`config.mk`:
```
export PLATFORM = sky130hd
export DESIGN_NAME = multi_channel_moving_average
export DESIGN_NICKNAME = d
export VERILOG_FILES = /design/src/hw/rtl/mcma_pkg.sv /design/src/hw/rtl/mcma_ram.sv /design/src/hw/rtl/mcma_front.sv /design/src/hw/rtl/mcma_divider.sv /design/src/hw/rtl/mcma_back.sv /design/src/hw/rtl/multi_channel_moving_average.sv
export SDC_FILE = /design/constraint.sdc
export NUM_CORES = 1
export LEC_CHECK = 0
export ABC_AREA = 1
export BUFFER_PORTS_ARGS = -buffer_cell sky130_fd_sc_hd__buf_2
export CORE_MARGIN = 2
export CORE_UTILIZATION = 26
export DETAILED_ROUTE_END_ITERATION = 6
export GPL_TIMING_DRIVEN = 0
export SLEW_MARGIN = 20
export SYNTH_ARGS = -nofsm -noshare
export SYNTH_HDL_FRONTEND = slang
export SYNTH_SLANG_ARGS = --single-unit
```
`constraint.sdc`:
```
create_clock -name clk -period 4.2 [get_ports clk]
set_input_delay 0.21 -clock clk [delete_from_list [all_inputs] [get_ports clk]]
set_output_delay 0.21 -clock clk [all_outputs]
set_load 0.02 [all_outputs]
```
`src/hw/rtl/mcma_pkg.sv`:
```
// Package for the multi-channel moving average block.
// Holds field widths, defaults, codes and the command type shared by the modules that import it.
// No dependencies.
`default_nettype none

package mcma_pkg;

  // Fixed field widths
  localparam int DATA_W    = 16;
  localparam int CH_W      = 2;
  localparam int LEN_W     = 5;
  localparam int NUM_REGS  = 3;
  localparam int CFG_IDX_W = 2;

  // Defaults for the top-level parameters
  localparam int MAX_WINDOW_DEF = 16;
  localparam int CHANNELS_DEF   = 3;

  // Depth of the queue between the front and the back
  localparam int FIFO_DEPTH = 2;

  typedef logic [LEN_W-1:0] len_reg_t;

  typedef enum logic {
    MODE_SAMPLE = 1'b0,
    MODE_PRIME  = 1'b1
  } mode_t;

  // One classified item on its way to the back
  typedef struct packed {
    mode_t             mode;
    logic [CH_W-1:0]   chan;
    logic [DATA_W-1:0] value;
  } cmd_t;

  typedef enum logic [2:0] {
    ST_CLEAR,
    ST_IDLE,
    ST_PRIME,
    ST_WRITE,
    ST_READ,
    ST_SUM,
    ST_DIV,
    ST_DONE
  } back_state_t;

endpackage

`default_nettype wire

```
`src/hw/rtl/mcma_ram.sv`:
```
// Generic single-write, single-read RAM with registered read data.
// No dependencies.
`default_nettype none

module mcma_ram #(
  parameter int WIDTH = 16,
  parameter int DEPTH = 48,
  localparam int AW = (DEPTH > 1) ? $clog2(DEPTH) : 1
) (
  input  logic             clk,
  input  logic             we,
  input  logic [AW-1:0]    waddr,
  input  logic [WIDTH-1:0] wdata,
  input  logic [AW-1:0]    raddr,
  output logic [WIDTH-1:0] rdata
);

  logic [WIDTH-1:0] mem [DEPTH];

  // Write port
  always_ff @(posedge clk) begin
    if (we) begin
      mem[waddr] <= wdata;
    end
  end

  // Registered read port
  always_ff @(posedge clk) begin
    rdata <= mem[raddr];
  end

endmodule

`default_nettype wire

```
`src/hw/rtl/mcma_front.sv`:
```
// Front end: accepts input beats, drops beats for absent channels, queues commands.
// Depends on mcma_pkg.
`default_nettype none

module mcma_front #(
  parameter int CHANNELS = mcma_pkg::CHANNELS_DEF
) (
  input  logic                        clk,
  input  logic                        rst,
  input  logic                        clearing,
  input  logic                        s_axis_tvalid,
  output logic                        s_axis_tready,
  input  logic [mcma_pkg::DATA_W-1:0] s_axis_tdata,
  input  logic [mcma_pkg::CH_W:0]     s_axis_tuser,
  output logic                        cmd_valid,
  output mcma_pkg::cmd_t              cmd,
  input  logic                        cmd_ready
);
  import mcma_pkg::*;

  localparam int PTR_W = (FIFO_DEPTH > 1) ? $clog2(FIFO_DEPTH) : 1;
  localparam int CNT_W = $clog2(FIFO_DEPTH + 1);

  cmd_t             q_mem [FIFO_DEPTH];
  logic [PTR_W-1:0] wptr;
  logic [PTR_W-1:0] rptr;
  logic [CNT_W-1:0] count;
  logic             accept;
  logic             push;
  logic             pop;
  cmd_t             in_cmd;

  // Classify the incoming beat
  assign in_cmd.mode  = mode_t'(s_axis_tuser[0]);
  assign in_cmd.chan  = s_axis_tuser[CH_W:1];
  assign in_cmd.value = s_axis_tdata;

  assign s_axis_tready = !clearing && (count != CNT_W'(FIFO_DEPTH));
  assign accept        = s_axis_tvalid && s_axis_tready;
  assign push          = accept && (int'(in_cmd.chan) < CHANNELS);
  assign pop           = cmd_valid && cmd_ready;

  assign cmd_valid = (count != '0);
  assign cmd       = q_mem[rptr];

  // Store pushed commands
  always_ff @(posedge clk) begin
    if (push) begin
      q_mem[wptr] <= in_cmd;
    end
  end

  // Advance pointers and occupancy
  always_ff @(posedge clk) begin
    if (rst) begin
      wptr  <= '0;
      rptr  <= '0;
      count <= '0;
    end else begin
      if (push) begin
        wptr <= (wptr == PTR_W'(FIFO_DEPTH - 1)) ? '0 : wptr + 1'b1;
      end
      if (pop) begin
        rptr <= (rptr == PTR_W'(FIFO_DEPTH - 1)) ? '0 : rptr + 1'b1;
      end
      if (push && !pop) begin
        count <= count + 1'b1;
      end else if (pop && !push) begin
        count <= count - 1'b1;
      end
    end
  end

endmodule

`default_nettype wire

```
`src/hw/rtl/mcma_divider.sv`:
```
// Iterative signed-by-unsigned divider, one quotient bit per cycle, truncating toward zero.
// Depends on mcma_pkg.
`default_nettype none

module mcma_divider #(
  parameter int SUM_W = 21,
  parameter int DIV_W = 5
) (
  input  logic                        clk,
  input  logic                        rst,
  input  logic                        start,
  input  logic [SUM_W-1:0]            dividend,
  input  logic [DIV_W-1:0]            divisor,
  output logic                        done,
  output logic [mcma_pkg::DATA_W-1:0] quotient
);
  import mcma_pkg::*;

  localparam int ITER_W = $clog2(SUM_W + 1);

  logic              busy;
  logic [ITER_W-1:0] iter;
  logic              neg;
  logic [SUM_W-1:0]  dvd;
  logic [DIV_W-1:0]  dsr;
  logic [DIV_W-1:0]  rem;
  logic [DIV_W:0]    rem_shift;
  logic              ge;

  // One restoring step
  assign rem_shift = {rem, dvd[SUM_W-1]};
  assign ge        = (rem_shift >= {1'b0, dsr});

  // Apply the sign to the magnitude quotient
  assign quotient = DATA_W'(neg ? (~dvd + 1'b1) : dvd);

  // Control
  always_ff @(posedge clk) begin
    if (rst) begin
      busy <= 1'b0;
      done <= 1'b0;
      iter <= '0;
    end else begin
      done <= 1'b0;
      if (start) begin
        busy <= 1'b1;
        iter <= ITER_W'(SUM_W);
      end else if (busy) begin
        iter <= iter - 1'b1;
        if (iter == ITER_W'(1)) begin
          busy <= 1'b0;
          done <= 1'b1;
        end
      end
    end
  end

  // Datapath
  always_ff @(posedge clk) begin
    if (start) begin
      neg <= dividend[SUM_W-1];
      dvd <= dividend[SUM_W-1] ? (~dividend + 1'b1) : dividend;
      dsr <= divisor;
      rem <= '0;
    end else if (busy) begin
      rem <= ge ? DIV_W'(rem_shift - {1'b0, dsr}) : rem_shift[DIV_W-1:0];
      dvd <= {dvd[SUM_W-2:0], ge};
    end
  end

endmodule

`default_nettype wire

```
`src/hw/rtl/mcma_back.sv`:
```
// Back end: sequencer over the sample RAM, window sum sweep, divider and output register.
// Depends on mcma_pkg, mcma_ram and mcma_divider.
`default_nettype none

module mcma_back #(
  parameter int MAX_WINDOW = mcma_pkg::MAX_WINDOW_DEF,
  parameter int CHANNELS   = mcma_pkg::CHANNELS_DEF
) (
  input  logic                                        clk,
  input  logic                                        rst,
  input  mcma_pkg::len_reg_t [mcma_pkg::NUM_REGS-1:0] win_len,
  input  logic                                        cmd_valid,
  input  mcma_pkg::cmd_t                              cmd,
  output logic                                        cmd_ready,
  output logic                                        clearing,
  output logic                                        m_axis_tvalid,
  input  logic                                        m_axis_tready,
  output logic [mcma_pkg::DATA_W-1:0]                 m_axis_tdata,
  output logic [mcma_pkg::CH_W-1:0]                   m_axis_tuser
);
  import mcma_pkg::*;

  localparam int DEPTH  = CHANNELS * MAX_WINDOW;
  localparam int ADDR_W = (DEPTH > 1) ? $clog2(DEPTH) : 1;
  localparam int IDX_W  = (MAX_WINDOW > 1) ? $clog2(MAX_WINDOW) : 1;
  localparam int CNT_W  = $clog2(MAX_WINDOW + 1);
  localparam int CSEL_W = (CHANNELS > 1) ? $clog2(CHANNELS) : 1;
  localparam int SUM_W  = DATA_W + $clog2(MAX_WINDOW) + 1;

  back_state_t       state;
  back_state_t       state_next;

  logic [IDX_W-1:0]  widx [CHANNELS];
  logic [ADDR_W-1:0] clr_addr;
  logic [CH_W-1:0]   chan_q;
  logic [DATA_W-1:0] val_q;
  logic [CNT_W-1:0]  len_q;
  logic [IDX_W-1:0]  idx_q;
  logic [CNT_W-1:0]  cnt;
  logic [SUM_W-1:0]  acc;
  logic              rd_vld;
  logic [CNT_W-1:0]  eff_len;
  logic [CNT_W-1:0]  idx_inc;
  logic [IDX_W-1:0]  idx_wrap;
  logic [SUM_W-1:0]  rd_ext;
  logic [SUM_W-1:0]  sum_total;

  logic              ram_we;
  logic [ADDR_W-1:0] ram_waddr;
  logic [DATA_W-1:0] ram_wdata;
  logic [ADDR_W-1:0] ram_raddr;
  logic [DATA_W-1:0] ram_rdata;
  logic              div_start;
  logic              div_done;
  logic [DATA_W-1:0] div_q;
  logic              out_load;

  // Effective window length of the channel at the queue head
  always_comb begin
    if (int'(cmd.chan) >= NUM_REGS) begin
      eff_len = CNT_W'(MAX_WINDOW);
    end else if (win_len[cmd.chan] == '0) begin
      eff_len = CNT_W'(1);
    end else if (int'(win_len[cmd.chan]) > MAX_WINDOW) begin
      eff_len = CNT_W'(MAX_WINDOW);
    end else begin
      eff_len = CNT_W'(win_len[cmd.chan]);
    end
  end

  // Write index after this sample, wrapped at the window length
  assign idx_inc  = CNT_W'(idx_q) + 1'b1;
  assign idx_wrap = (idx_inc >= len_q) ? '0 : IDX_W'(idx_inc);

  assign rd_ext    = {{(SUM_W - DATA_W){ram_rdata[DATA_W-1]}}, ram_rdata};
  assign sum_total = acc + rd_ext;

  // Next state
  always_comb begin
    state_next = state;
    unique case (state)
      ST_CLEAR: if (clr_addr == ADDR_W'(DEPTH - 1)) state_next = ST_IDLE;
      ST_IDLE: begin
        if (cmd_valid) begin
          state_next = (cmd.mode == MODE_PRIME) ? ST_PRIME : ST_WRITE;
        end
      end
      ST_PRIME: if (cnt == len_q - 1'b1) state_next = ST_IDLE;
      ST_WRITE: state_next = ST_READ;
      ST_READ:  if (cnt == len_q - 1'b1) state_next = ST_SUM;
      ST_SUM:   state_next = ST_DIV;
      ST_DIV:   if (div_done) state_next = ST_DONE;
      ST_DONE:  if (!m_axis_tvalid || m_axis_tready) state_next = ST_IDLE;
      default:  state_next = ST_IDLE;
    endcase
  end

  // Outputs of the sequencer
  always_comb begin
    ram_we    = 1'b0;
    ram_waddr = clr_addr;
    ram_wdata = val_q;
    ram_raddr = ADDR_W'(int'(chan_q) * MAX_WINDOW + int'(cnt));
    cmd_ready = 1'b0;
    clearing  = 1'b0;
    div_start = 1'b0;
    out_load  = 1'b0;
    unique case (state)
      ST_CLEAR: begin
        clearing  = 1'b1;
        ram_we    = 1'b1;
        ram_wdata = '0;
      end
      ST_IDLE:  cmd_ready = 1'b1;
      ST_PRIME: begin
        ram_we    = 1'b1;
        ram_waddr = ADDR_W'(int'(chan_q) * MAX_WINDOW + int'(cnt));
      end
      ST_WRITE: begin
        ram_we    = 1'b1;
        ram_waddr = ADDR_W'(int'(chan_q) * MAX_WINDOW + int'(idx_q));
      end
      ST_READ:  ;
      ST_SUM:   div_start = 1'b1;
      ST_DIV:   ;
      ST_DONE:  out_load = !m_axis_tvalid || m_axis_tready;
      default:  ;
    endcase
  end

  // State and control registers
  always_ff @(posedge clk) begin
    if (rst) begin
      state    <= ST_CLEAR;
      clr_addr <= '0;
      rd_vld   <= 1'b0;
      for (int c = 0; c < CHANNELS; c++) begin
        widx[c] <= '0;
      end
    end else begin
      state  <= state_next;
      rd_vld <= (state == ST_READ);
      if (state == ST_CLEAR) begin
        clr_addr <= clr_addr + 1'b1;
      end
      if (state == ST_WRITE) begin
        widx[CSEL_W'(chan_q)] <= idx_wrap;
      end
      if (state == ST_PRIME && cnt == len_q - 1'b1) begin
        widx[CSEL_W'(chan_q)] <= '0;
      end
    end
  end

  // Latch the command and run the counters
  always_ff @(posedge clk) begin
    if (state == ST_IDLE && cmd_valid) begin
      chan_q <= cmd.chan;
      val_q  <= cmd.value;
      len_q  <= eff_len;
      idx_q  <= widx[CSEL_W'(cmd.chan)];
    end
    if (state == ST_PRIME || state == ST_READ) begin
      cnt <= cnt + 1'b1;
    end else begin
      cnt <= '0;
    end
    if (state == ST_WRITE) begin
      acc <= '0;
    end else if (rd_vld) begin
      acc <= sum_total;
    end
  end

  // Hold the result until the sink takes it
  always_ff @(posedge clk) begin
    if (rst) begin
      m_axis_tvalid <= 1'b0;
    end else if (out_load) begin
      m_axis_tvalid <= 1'b1;
    end else if (m_axis_tready) begin
      m_axis_tvalid <= 1'b0;
    end
  end

  always_ff @(posedge clk) begin
    if (out_load) begin
      m_axis_tdata <= div_q;
      m_axis_tuser <= chan_q;
    end
  end

  mcma_ram #(
    .WIDTH(DATA_W),
    .DEPTH(DEPTH)
  ) u_ring (
    .clk  (clk),
    .we   (ram_we),
    .waddr(ram_waddr),
    .wdata(ram_wdata),
    .raddr(ram_raddr),
    .rdata(ram_rdata)
  );

  mcma_divider #(
    .SUM_W(SUM_W),
    .DIV_W(CNT_W)
  ) u_div (
    .clk     (clk),
    .rst     (rst),
    .start   (div_start),
    .dividend(sum_total),
    .divisor (len_q),
    .done    (div_done),
    .quotient(div_q)
  );

endmodule

`default_nettype wire

```
`src/hw/rtl/multi_channel_moving_average.sv`:
```
// Channel    | Dir | Payload
// s_axis     | in  | tdata[15:0] sample_value; tuser[0] mode, tuser[2:1] channel
// m_axis     | out | tdata[15:0] average; tuser[1:0] out_channel
// cfg        | in  | cfg_we, cfg_index[1:0], cfg_data[4:0] window length per channel
//
// A sample item makes len window reads of the sample RAM, then runs a
// one-bit-per-cycle divider over the 21-bit window sum; a prime item writes len words.
// After reset the sample RAM is zeroed, all CHANNELS * MAX_WINDOW words (48 by default);
// s_axis_tready stays low during that pass. A two-entry queue decouples input from the
// sequencer, and the output register lets the next item run while a result waits.
// Depends on mcma_pkg, mcma_front, mcma_back.
`default_nettype none

module multi_channel_moving_average #(
  parameter int MAX_WINDOW = mcma_pkg::MAX_WINDOW_DEF,
  parameter int CHANNELS   = mcma_pkg::CHANNELS_DEF
) (
  input  logic                           clk,
  input  logic                           rst,
  input  logic                           s_axis_tvalid,
  output logic                           s_axis_tready,
  input  logic [mcma_pkg::DATA_W-1:0]    s_axis_tdata,   // [15:0] sample_value
  input  logic [mcma_pkg::CH_W:0]        s_axis_tuser,   // [0] mode, [2:1] channel
  output logic                           m_axis_tvalid,
  input  logic                           m_axis_tready,
  output logic [mcma_pkg::DATA_W-1:0]    m_axis_tdata,   // [15:0] average
  output logic [mcma_pkg::CH_W-1:0]      m_axis_tuser,   // [1:0] out_channel
  input  logic                           cfg_we,
  input  logic [mcma_pkg::CFG_IDX_W-1:0] cfg_index,
  input  logic [mcma_pkg::LEN_W-1:0]     cfg_data
);
  import mcma_pkg::*;

  len_reg_t [NUM_REGS-1:0] win_len;
  logic                    clearing;
  logic                    cmd_valid;
  logic                    cmd_ready;
  cmd_t                    cmd;

  // Window length registers; writes beyond the list are dropped
  always_ff @(posedge clk) begin
    if (rst) begin
      for (int r = 0; r < NUM_REGS; r++) begin
        win_len[r] <= LEN_W'(16);
      end
    end else if (cfg_we && int'(cfg_index) < NUM_REGS) begin
      win_len[cfg_index] <= cfg_data;
    end
  end

  mcma_front #(
    .CHANNELS(CHANNELS)
  ) u_front (
    .clk          (clk),
    .rst          (rst),
    .clearing     (clearing),
    .s_axis_tvalid(s_axis_tvalid),
    .s_axis_tready(s_axis_tready),
    .s_axis_tdata (s_axis_tdata),
    .s_axis_tuser (s_axis_tuser),
    .cmd_valid    (cmd_valid),
    .cmd          (cmd),
    .cmd_ready    (cmd_ready)
  );

  mcma_back #(
    .MAX_WINDOW(MAX_WINDOW),
    .CHANNELS  (CHANNELS)
  ) u_back (
    .clk          (clk),
    .rst          (rst),
    .win_len      (win_len),
    .cmd_valid    (cmd_valid),
    .cmd          (cmd),
    .cmd_ready    (cmd_ready),
    .clearing     (clearing),
    .m_axis_tvalid(m_axis_tvalid),
    .m_axis_tready(m_axis_tready),
    .m_axis_tdata (m_axis_tdata),
    .m_axis_tuser (m_axis_tuser)
  );

endmodule

`default_nettype wire

```
Yosys cells after proc, flatten, opt, wreduce, memory -nomap -nowiden
Memory sizes are Yosys's and may differ from the RTL's. A register that Yosys moved wholly into a read port is not among the register bits.
Cells that the tools add are included.

word-level totals
  bits in writable memories = 818
  memories kept = 3
  bits in registers = 136
  word-level logic and storage cells = 160
  input port bits = 31

memory list
  name               words  width  read ports  clocked after memory_dff  write ports  line              source
  u_back.u_ring.mem  48     16     1           1                         1            mcma_ram.sv:18    logic [WIDTH-1:0] mem [DEPTH];
  u_front.q_mem      2      19     1           1                         1            mcma_front.sv:24  cmd_t q_mem [FIFO_DEPTH];
  u_back.widx        3      4      1           1                         3            mcma_back.sv:33   logic [IDX_W-1:0] widx [CHANNELS];

operators by class
  bitwise operators = 4
  muxes and demuxes = 58
  magnitude comparators = 9
  $add $sub $neg = 15
  reduce and logical (&&, ||, !) cells = 28
  eq/ne operators = 17

operators with widths
  operator                                          number
  two-way mux 21 bit                                3
  two-way mux 5 bit                                 7
  two-way mux 16 bit                                2
  two-way mux 1 bit                                 29
  case mux 3 bit (8 select lines)                   1
  adder 21 x 1 -> 21 bit, second input constant     1
  adder 21 bit                                      1
  NOT 21 bit                                        1
  two-way mux 3 bit                                 6
  adder 16 x 1 -> 16 bit, second input constant     1
  NOT 16 bit                                        1
  bitwise mux 15 bit                                1
  == test 3 bit, second input constant              4
  two-way mux 4 bit                                 3
  case mux 6 bit (2 select lines)                   1
  binary-select mux 5 bit (select 2 bit)            1
  demux 5 bit (select 2 bit)                        1
  logical AND 1 bit                                 10
  != test 2 x 1 -> 1 bit, second input constant     5
  subtractor 5 x 1 -> 5 bit, second input constant  2
  OR reduction 3 bit                                3
  nonzero test 2 bit                                4
  adder 6 x 1 -> 6 bit, second input constant       1
  adder 6 x 4 -> 6 bit                              1
  30 further kinds                                  41

Logic depth before layout (Yosys ltp)
  depth after elaboration = 10
  mapped depth = 20
  gate-level depth less buffers = 20

Hierarchy
Synthesis repeated with hierarchy kept, for this count alone.

unflattened totals
  cells, all modules = 3970
  area total of the unflattened synthesis = 42552.1 µm²

by module, submodules not included
  module                        times used  area each (µm²)  cells each  seq. area each (µm²)
  mcma_ram                      1           31431.4          2576        23382.4
  mcma_back                     1           5988.2           817         2572.5
  mcma_divider                  1           2767.7           386         1051.0
  mcma_front                    1           1676.6           99          1241.2
  multi_channel_moving_average  1           688.2            92          300.3

Worst setup path before layout
No wires, ideal clock.

  path type = register to register
  start point = register u_back.state[0]
  end point = register u_front.count[1]
  path buffers = 0
  setup slack = 1.132 ns
  arrival time = 2.946 ns
  clock period less this slack = 3.068 ns
  library setup time = 0.122 ns
  cell stages (with the launch flop) = 13
  required time = 4.078 ns
  cell sequence = dfxtp_1 inv_1 nor2_1 inv_1 nor2_1 inv_1 nor2_1 inv_1 ha_1 a21oi_1 o21ai_0 o21ai_0 a21oi_1

on the way
  elaborated cells on any way between the ends = 15

RTL lines
  item                                                            line              source
  start: declaration                                              mcma_back.sv:30   back_state_t state;
  start signal: assignment                                        mcma_back.sv:141  state <= state_next;
  == test 3 x 1 -> 1 bit (*)                                      mcma_back.sv:108  unique case (state)
  two-way mux 1 bit (*)                                           mcma_back.sv:108
  logical AND 1 bit (*)                                           mcma_front.sv:41  assign pop = cmd_valid && cmd_ready;
  via u_front.pop                                                 mcma_front.sv:30  logic pop;
  logical NOT 1 bit                                               mcma_front.sv:66  if (push && !pop) begin
  logical AND 1 bit                                               mcma_front.sv:66
  two-way mux 2 bit / nonzero test 2 bit (equally long branches)  --
  end signal: assignment                                          mcma_front.sv:67  count <= count + 1'b1;
  end signal: assignment                                          mcma_front.sv:69  count <= count - 1'b1;
  end: declaration                                                mcma_front.sv:27  logic [CNT_W-1:0] count;

Mark *: on every way through the listed nets, which the timed path passes. The rest lies on a longest branch.
A chain may end at the register's enable or synchronous reset.

Worst setup path after layout
  start point = register u_back.chan_q[0]
  end point = memory u_back.u_ring.mem[13][11] (enable)

on the way
  word-level cells in the longest chain between the ends = 2
  elaborated cells on any way between the ends = 3

RTL lines
  item                                                                 line                                source
  start: declaration                                                   mcma_back.sv:35                     logic [CH_W-1:0] chan_q;
  start signal: assignment                                             mcma_back.sv:158                    chan_q <= cmd.chan;
  adder 6 x 4 -> 6 bit / adder 6 x 5 -> 6 bit (equally long branches)  mcma_back.sv:121, mcma_back.sv:117
  case mux 6 bit (2 select lines) (*)                                  mcma_back.sv:108
  end: declaration                                                     mcma_ram.sv:18

Every way passes the cells marked *; elsewhere a longest branch is shown, timed or not.

==> results.cfg <==
[status]
outcome = finished clean

[sta]
finalSetupViolations = 0
finalHoldWorstSlack_ns = 0.0650
finalCritPeriodShare_pct = 97.7
worst_skew_ns = 0.0331
period_needed_ns = 4.10
worst_slew_pin_slew_ns = 1.00
max_clock_freq_ghz = 0.244
max-slew-margin-rel_pct = 33.1
finalHoldViolCount = 0
finalMaxSlewViolations = 0

[critical_path]
critPathMaxStageDelay_ns = 0.86
worstPathCellList = ha_1 > xnor2_2 > o22ai_1 > a21oi_2 > nand3b_1 > nor2_4
setup.worst_path.end_class = flip-flop
critical_path_peak_fanout = 16
timing.critical_path.from_type = flip-flop
critPathTopFamily = simple AND/OR/NAND/NOR gates
critical_path_arrival_ns = 4.40
crit_path_top_delay_cell = nor2_4
worstSetupPathType = reg2reg
worst-endpoint-required_ns = 4.50
worstPathBufferInverterCount = 0

[flow_run]
cap_violations = 0

[floorplan]
placeableCoreArea_um2 = 156000
starting_density_of_the_core_pct = 26.1
io-pin-count = 51
core.rowCount = 145
die_width_um = 399
vertical_die_dimension_um = 399
die_area_um2 = 160000

[drt]
drt_iter0_markers = 3773
viasPerCell = 4.96
postRouteAntennaNets = 0
drc = 0
route.vias.total = 29000
postRouteWirelength_mm = 127
routedWlPerCell_um = 21.7
drt-pass1-iter-count = 5

[placement]
globalplace.congestion = 0.958
detailed_place.area_um2 = 44900
port_buffers = 50
post-dp-hpwl_mm = 88.3

[global_routing]
grt_pass1_vias = 27200
grt_start_max_net_pins = 30
antenna_violations_before_repair = 5
gr-total-overflow = 0
grtUsageTotal_pct = 15.3
grt_first_pass_wirelength_mm = 182

[yosys]
avgSynthCellArea_um2 = 11.8
synth_sequential_area_ratio_pct = 70.2
asyncSetResetFlopFracSynth_pct = 0
ys_seq_elements = 979
ys_types = 49
synth_edf_count = 894
synth.net_count = 3528
synth.yosys.warnings = 0
synth_flop_type = edfxtp_1
synthesis.instances = 3455
post_synth_instance_area_um2 = 40700

[final_layout]
layout.nets = 3778
final_layout_size_suffix_gt1_share_pct = 11.6
area.growth.synth_to_final_pct = 19.7
most-common-layout-cells = edfxtp_1 (894), nor2_1 (489), o21ai_0 (443)
final_design_area_no_fill_um2 = 48700
commonest_non_fill_non_tap_cell_in_the_layout = edfxtp_1
antenna_cells = 0

[clock_network]
htree_levels = 3
cts.path.max_buffers = 3
cts_made_buffers = 97
ctsRootBufferMaster = clkbuf_16
clk_latency_ns = 0.69
tritoncts = done
clkSinkCount = 979
cts.reportedPaths.clkPinSlew_ns = 0.06

[min_path]
worstHoldPathType = in2reg

[power]
power-per-cell-area_nw_per_um2 = 518
power.static_leakage_nw = 16.8
power.total_mw = 25.2
irDropWorstVdd_uv = 332
-- cells by family after synthesis --
kind of cell             after synthesis  synth area share, %
AO/OA/AOI/OAI                        851                 12.2
XOR/XNOR                              41                0.883
adder cells (fa/ha/maj)               42                 1.33
buffers and inverters                409                 3.95
flip-flops                           979                 70.2
AND/OR/NAND/NOR                     1133                 11.4
-- worst min-delay path, cell delays in order --
cell	delay, ns
buf_2	0.08
nand3_1	0.15
inv_1	0.11
o21ai_0	0.08
nor2_1	0.08
-- state kept, by name, summed over array words and instances, names as in the netlist, 6 cells and up, named ones only --
signal and flops:
u_back.acc 21, u_back.widx 16, u_front.q_mem 38, u_back.m_axis_tdata 16, u_back.clr_addr 6, u_back.u_ring.rdata 16, u_back.u_div.dvd 21, u_back.val_q 16
win_len 15, u_back.u_ring.mem 768
-- final timing paths --
check / start / to / slack [ns] / depth (start not counted)
min: s_axis_tvalid / u_front.wptr$_SDFFE_PP0P_ / 0.06 / 5
max: u_back.chan_q[0]$_DFFE_PP_ / u_back.u_ring.mem[13][11]$_DFFE_PP_ / 0.1 / 6
min reg2reg: win_len[7]$_SDFFE_PP0P_ / win_len[7]$_SDFFE_PP0P_ / 0.45 / 2
max reg2reg: u_back.chan_q[0]$_DFFE_PP_ / u_back.u_ring.mem[13][11]$_DFFE_PP_ / 0.1 / 6
-- synthesized netlist by cell type, types with 10 or more instances --
cell / instances / area (um^2)
ha_1: 40 / 500
a31o_1: 15 / 131
a21oi_1: 90 / 450
dfxtp_1: 85 / 1700
a31oi_1: 18 / 113
nand3_1: 125 / 626
inv_1: 208 / 781
inv_2: 12 / 45.0
xor2_1: 28 / 245
nand2_1: 371 / 1390
o211ai_1: 46 / 345
nor2_1: 557 / 2090
a21oi_2: 10 / 87.6
clkbuf_1: 143 / 537
buf_2: 28 / 140
nand4_1: 11 / 68.8
o21ai_0: 443 / 2220
xnor2_1: 13 / 114
nand2_2: 24 / 150
edfxtp_1: 894 / 26800
o221ai_1: 71 / 622
nor3_1: 13 / 65.1
o22ai_1: 134 / 838
-- what timing repair did --
action	4_1_cts	5_1_grt
endpoints found under the setup margin	4	256
setup buffers	0	11
gates resized for setup	1	3
pin swaps	0	7
gates cloned	0	0
hold buffers	32	0
endpoints found under the hold margin	56	0
-- stage by stage --
step                      setup TNS (ns)  std cells  utilization (%)  worst slack, ns
after global placement          -1002.15       5563             27.9            -1.28
after detailed placement               0       5622             28.8          0.00598
after global routing             -0.0411       5845             31.2          -0.0131
after floorplan                        0       3455                -             1.13
after CTS                              0       5835             31.1           0.0338
final                                  0       5845             31.2           0.0976
-- layer usage --
metal,GRT usage [%],part of all wire (%),vias up
met5,0,0.010,-
li1,-,-,13000
met1,20.5,40,14200
met2,24.3,45,1555
met4,5.59,3.9,2
met3,3.56,11,263
-- area by class of cell --
class | instances | area, um^2
fillers | 15500 | 107000
flip-flops and latches | 979 | 28500
multi-input cells | 2067 | 10900
clock buffers | 127 | 2660
well taps | 2058 | 2570
repair buffers | 152 | 1830
inverters | 223 | 841
plain buffers | 185 | 768
clock inverters | 54 | 579
-- power by group --
part | internal, mW | leakage (nW) | total [mW] | switching [mW]
combinational | 1.35 | 6.21 | 4.68 | 3.33
clock | 5.10 | 1.58 | 8.89 | 3.79
sequential | 11.5 | 8.98 | 11.7 | 0.159
Note: power is estimated with default switching activity, not from simulation.
